$ cat config.mk
export PLATFORM = sky130hd
export DESIGN_NAME = tael_controller
export DESIGN_NICKNAME = d
export VERILOG_FILES = /design/src/hw/rtl/tael_pkg.sv /design/src/hw/rtl/tael_controller.sv
export SDC_FILE = /design/constraint.sdc
export NUM_CORES = 1
export LEC_CHECK = 0
export BUFFER_PORTS_ARGS = -buffer_cell sky130_fd_sc_hd__buf_2
export CAP_MARGIN = 40
export CORE_AREA = 2 2 39 41
export CTS_CLUSTER_DIAMETER = 80
export DETAILED_ROUTE_END_ITERATION = 8
export DIE_AREA = 0 0 41 43
export PLACE_DENSITY = 0.5
export SLEW_MARGIN = 20
export SYNTH_ARGS = -nofsm -noshare
export SYNTH_HDL_FRONTEND = slang
export SYNTH_SLANG_ARGS = --single-unit
$ cat constraint.sdc
create_clock -name clk_i -period 1.3 [get_ports clk_i]
set_clock_uncertainty 0.1 [all_clocks]
set_input_delay 0.39 -clock clk_i [delete_from_list [all_inputs] [get_ports clk_i]]
set_output_delay 0.39 -clock clk_i [all_outputs]
set_load 0.005 [all_outputs]
$ cat src/hw/rtl/tael_pkg.sv
// Shared types and codes for the threshold alarm event logger.
// No dependencies; imported by the datapath, controller, checker and top.
`timescale 1ns / 1ps

package tael_pkg;

  // Operation codes
  localparam logic [1:0] OP_CHECK = 2'd0;
  localparam logic [1:0] OP_READ  = 2'd1;
  localparam logic [1:0] OP_CLEAR = 2'd2;

  // Result status codes
  localparam logic [1:0] STAT_OK          = 2'd0;
  localparam logic [1:0] STAT_BAD_INDEX   = 2'd1;
  localparam logic [1:0] STAT_BAD_CHANNEL = 2'd2;

  // Configuration register indexes
  localparam logic [1:0] CFG_ALARM_MODE = 2'd0;
  localparam logic [1:0] CFG_THR_CH0    = 2'd1;
  localparam logic [1:0] CFG_THR_CH1    = 2'd2;
  localparam logic [1:0] CFG_THR_CH2    = 2'd3;

  localparam int unsigned NUM_THR  = 3;
  localparam int unsigned CFG_IDX_W = 2;
  localparam int unsigned CFG_DATA_W = 24;

  // One stored alarm record
  typedef struct packed {
    logic [31:0]        rec_time;
    logic [1:0]         rec_channel;
    logic signed [23:0] rec_threshold;
    logic signed [23:0] rec_value;
  } tael_record_t;

  // One result transaction
  typedef struct packed {
    logic [1:0]   status;
    logic         logged;
    logic         report;
    logic         wrapped;
    logic [7:0]   slot;
    logic [7:0]   record_count;
    tael_record_t rec;
  } tael_result_t;

  // Controller to datapath commands
  typedef struct packed {
    logic latch;      // capture the accepted input transaction
    logic exec;       // evaluate the operation and update state
    logic load_read;  // load the result from the memory read data
  } tael_cmd_t;

  // Datapath to controller status
  typedef struct packed {
    logic op_read;    // latched operation is a record read
  } tael_sts_t;

endpackage

$ cat src/hw/rtl/tael_controller.sv
// Controller: sequences accept, execute and memory read, and owns the
// result valid flag. Depends on tael_pkg; commands tael_datapath.
`timescale 1ns / 1ps

module tael_controller
  import tael_pkg::*;
(
  input  logic      clk_i,
  input  logic      rst_ni,
  input  logic      in_valid_i,
  output logic      in_ready_o,
  output logic      out_valid_o,
  input  logic      out_ready_i,
  output tael_cmd_t cmd_o,
  input  tael_sts_t sts_i
);

  typedef enum logic [1:0] {
    S_IDLE,
    S_EXEC,
    S_READ
  } state_e;

  state_e state_q;
  logic   out_valid_q;
  logic   out_free;
  logic   load;

  // The result register is free when empty or being taken this cycle
  assign out_free   = !out_valid_q || out_ready_i;
  assign in_ready_o = (state_q == S_IDLE);

  // Decode commands from the current state
  always_comb begin
    cmd_o = '0;
    load  = 1'b0;
    case (state_q)
      S_IDLE: cmd_o.latch = in_valid_i;
      S_EXEC: begin
        cmd_o.exec = out_free;
        load       = out_free && !sts_i.op_read;
      end
      S_READ: begin
        cmd_o.load_read = out_free;
        load            = out_free;
      end
      default: ;
    endcase
  end

  // Advance state and hold the result valid flag
  always_ff @(posedge clk_i or negedge rst_ni) begin
    if (!rst_ni) begin
      state_q     <= S_IDLE;
      out_valid_q <= 1'b0;
    end else begin
      if (load) begin
        out_valid_q <= 1'b1;
      end else if (out_ready_i) begin
        out_valid_q <= 1'b0;
      end
      case (state_q)
        S_IDLE: if (in_valid_i) state_q <= S_EXEC;
        S_EXEC: begin
          if (out_free) begin
            state_q <= sts_i.op_read ? S_READ : S_IDLE;
          end
        end
        S_READ: if (out_free) state_q <= S_IDLE;
        default: state_q <= S_IDLE;
      endcase
    end
  end

  assign out_valid_o = out_valid_q;

endmodule

## After elaboration in Yosys (flattened, before gate mapping)

Index checks and enable logic that the tools add are counted.
Widths: inputs -> output; s select.

- Word-level logic and storage cells: 25
- Bits in registers: 3
- Output and inout bits: 5
- Input bits: 5

- Equal/unequal tests: 5
- Muxes and demuxes: 11
- Reductions and logical operators: 7

Operators by type and width:

| operator | number |
|---|---|
| $mux 2 | 4 |
| $ne 2x2->1 const B | 3 |
| $pmux 2 s3 | 1 |
| $mux 1 | 5 |
| $reduce_and 3->1 | 1 |
| $eq 2x1->1 const B | 1 |
| $eq 2x2->1 const B | 1 |
| $logic_not 1->1 | 2 |
| $logic_not 2->1 | 1 |
| $pmux 1 s2 | 1 |
| $reduce_bool 2->1 | 1 |
| $logic_and 1x1->1 | 1 |
| $logic_or 1x1->1 | 1 |

## Longest topological paths before layout

- Word-level depth: 5
- Depth in mapped cells: 5
- Gate-level depth less buffers: 5

## Worst setup path before layout

OpenSTA, ideal clock, no wires.

- Kind: register -> register
- Start point: reg state_q[0]
- End point: reg state_q[0]
- Slack: -0.139 ns
- Data required time: 1.075 ns
- Clock period less this slack: 1.439 ns
- Arrival: 1.214 ns
- Cell stages (with the launch flop): 6
- Setup time: 0.125 ns
- Buffers on the path: 0
- Cell sequence: dfrtp_1 -> inv_1 -> ha_1 -> inv_1 -> o22ai_2 -> mux2_4

- Word-level cells in the longest chain between the ends: 3
- Elaborated cells between the ends (all ways): 8
- Classes of those cells: eq/ne: 5; mux: 1; reduce/logical: 2

Ends and longest elaborated chain:

| element | RTL line | RTL |
|---|---|---|
| start, declared | tael_controller.sv:24 | `state_e state_q;` |
| start signal, assigned | tael_controller.sv:66 | `state_q <= sts_i.op_read ? S_READ : S_IDLE;` |
| $logic_not 2->1 * | -- |  |
| via in_ready_o | tael_controller.sv:11 | `output logic in_ready_o,` |
| $ne 2x2->1 (no line) | -- |  |
| $reduce_and 3->1 (no line) | -- |  |

The timed path passes the listed nets; every way through them passes the cells marked *.
A chain may end at the register's enable or synchronous reset.

==> out/qor.yml <==
synthesis:
  yosysTopAreaCellShare_pct: 32.4
  synth.area.top_cells: "dfrtp_1 (32%), ha_1 (22%), and2_2 (6.5%)"
  yosysSeqAreaShare_pct: 32.4
  yosysTopAreaCell: "dfrtp_1"
  syn-num-nets: 31
  syn_inst: 22
  synthDistinctLibCells: 13
  yosysWarnings: 0
  synth_area_per_cell_um2: 10.5
  syn_area_um2: 231
  synth-seq-cells: 3
drt:
  first_iter_violations: 1
  drc: 0
  avgRoutedWirePerCell_um: 9.26
  ant_nets: 0
  vias: 242
  first_pass_iters: 2
  drt-vias-per-instance: 3.72
  wl_um: 602
layout:
  antennaDiodeCount: 0
  nNetsFinal: 59
  area_growth_pct: 135
  drive_gt1_share_pct: 83.7
  final_util_pct: 39.2
  final_common_cell: "buf_4"
  final_cell_mix: "buf_4 (9), buf_6 (8), buf_2 (5)"
global_routing:
  grt_max_degree: 5
  grt_pass1_vias: 253
  grt_pass1_wl_um: 917
  grt_use_total_pct: 8.02
  overflow: 0
  antenna_found_initial: 0
floorplanning:
  start_util_pct: 16.7
  fp.dieW_um: 41
  die_h_um: 43
  rows: 14
  pin_count: 10
  coreArea_um2: 1380
  die_area_um2: 1760
clock_network:
  cts.path.max_buffers: 2
  insertion_delay_ns: 0.23
  htreeDepth: 1
  cts-root-buf: "clkbuf_4"
  cts_tree: "yes"
  cts_made_buffers: 3
  cts.sinks: 3
  path_clk_slew_ns: 0.04
flow_run:
  cap_violations: 0
power_and_ir_drop:
  power.density_nw_per_um2: 2450
  peakVddDrop_mv: 0.830
  leakage_nw: 0.263
sta:
  fin_ws_ns: -0.332
  period_share_pct: 126
  hold_viol_final: 0
  layout_min_cycle_time_ns: 1.63
  max_slew_margin_pct: 87.0
  slew_viol_final: 0
  setup_tns_ns: -1.73
  rsz0062_at_grt: "yes"
  fmax_mhz: 613
  setup_violations: 7
  worst_pin_slew_ns: 0.196
critical_path:
  crit_fanout: 2
  crit_type: "reg -> out"
  worst-endpoint-arrival_ns: 1.14
  setup.worst_path.end_class: "primary output"
  start_kind: "flop"
  critPathRequiredTime_ns: 0.81
placement:
  place_ws_ns: -0.138
  gp_congestion: 0.604
  io_buffers: 9
hold_path:
  hold_path_class: "in -> reg"
run_status:
  violations: "negative setup slack"
  status: "finished, violations left"
-- worst max-delay path, cell delays in order, from the launching register on --
cell and delay [ns]:
dfrtp_1 0.40, buf_6 0.13, ha_4 0.15, and2_4 0.13
buf_6 0.10
-- cell families after synthesis --
family                     share of synthesized area [%]
buffers and inverters                               4.86
and+or+nand+nor                                     22.7
DFF                                                 32.4
AOI/OAI and AO/OA                                   7.56
adders and majority gates                           21.6
muxes                                               10.8
-- metal layers --
metal / wire, um / track usage, % / vias to the layer above
met4: 0 / 4.00 / 0
li1: - / - / 127
met2: 348 / 13.4 / 9
met5: 0 / 0 / -
met3: 28 / 4.71 / 0
met1: 226 / 7.03 / 106
-- through the flow --
stage | area [um^2] | cells | total power [W] | hold slack (ns)
after detailed placement | 347 | 52 | 0.000710 | 0.0882
after global placement | 347 | 52 | 0.000710 | 0.0867
after global routing | 543 | 65 | 0.00145 | 0.351
after CTS | 470 | 62 | 0.00112 | 0.343
final | 543 | 65 | 0.00133 | 0.355
after floorplan | 244 | 22 | 0.000480 | -0.00559
-- registers in the layout (all words and copies together) (netlist names) --
signal / cells
state_q: 2
out_valid_o: 1
-- worst paths after layout --
check | depth (start not counted) | endpoint | from | slack [ns]
max | 4 | cmd_o[0] | state_q[1]$_DFFE_PN0P_ | -0.33
min | 3 | out_valid_o$_DFFE_PN0P_ | out_ready_i | 0.35
max reg2reg | 7 | state_q[0]$_DFFE_PN0P_ | state_q[1]$_DFFE_PN0P_ | -0.27
min reg2reg | 2 | out_valid_o$_DFFE_PN0P_ | out_valid_o$_DFFE_PN0P_ | 0.45
max in group asynchronous | 2 | state_q[0]$_DFFE_PN0P_ | rst_ni | 0.60
min in group asynchronous | 2 | out_valid_o$_DFFE_PN0P_ | rst_ni | 0.38
-- where the power goes --
| group | switching, W | internal [W] |
|---|---|---|
| sequential | 0.0000551 | 0.000140 |
| combinational | 0.000333 | 0.000641 |
| clock | 0.0000479 | 0.000115 |
| total | 0.000436 | 0.000896 |
-- cells in the mapped netlist --
cell type,n
nor2_1,1
nand2_1,2
dfrtp_1,3
ha_1,4
and2_1,1
mux2_4,1
mux2i_1,1
o22ai_2,1
nor2b_1,1
nand2b_4,1
and2_2,2
o21ai_0,1
inv_1,3
-- area by class of cell --
cell class | instances | area [um^2]
well taps | 16 | 20.0
flip-flops and latches | 3 | 76.3
inverters | 3 | 13.8
clock buffers | 4 | 26.3
fillers | 142 | 841
multi-input cells | 16 | 214
repair buffers | 23 | 193
-- repair_timing --
action                                  in CTS  in global routing
endpoints found under the setup margin       7                  7
resized for setup                           12                 12
hold endpoints to repair                     3                  0
buffers inserted                             5                  4
pin swaps                                    5                  5
hold buffers                                 1                  0
No activity file was read; power rests on OpenSTA's default activity.
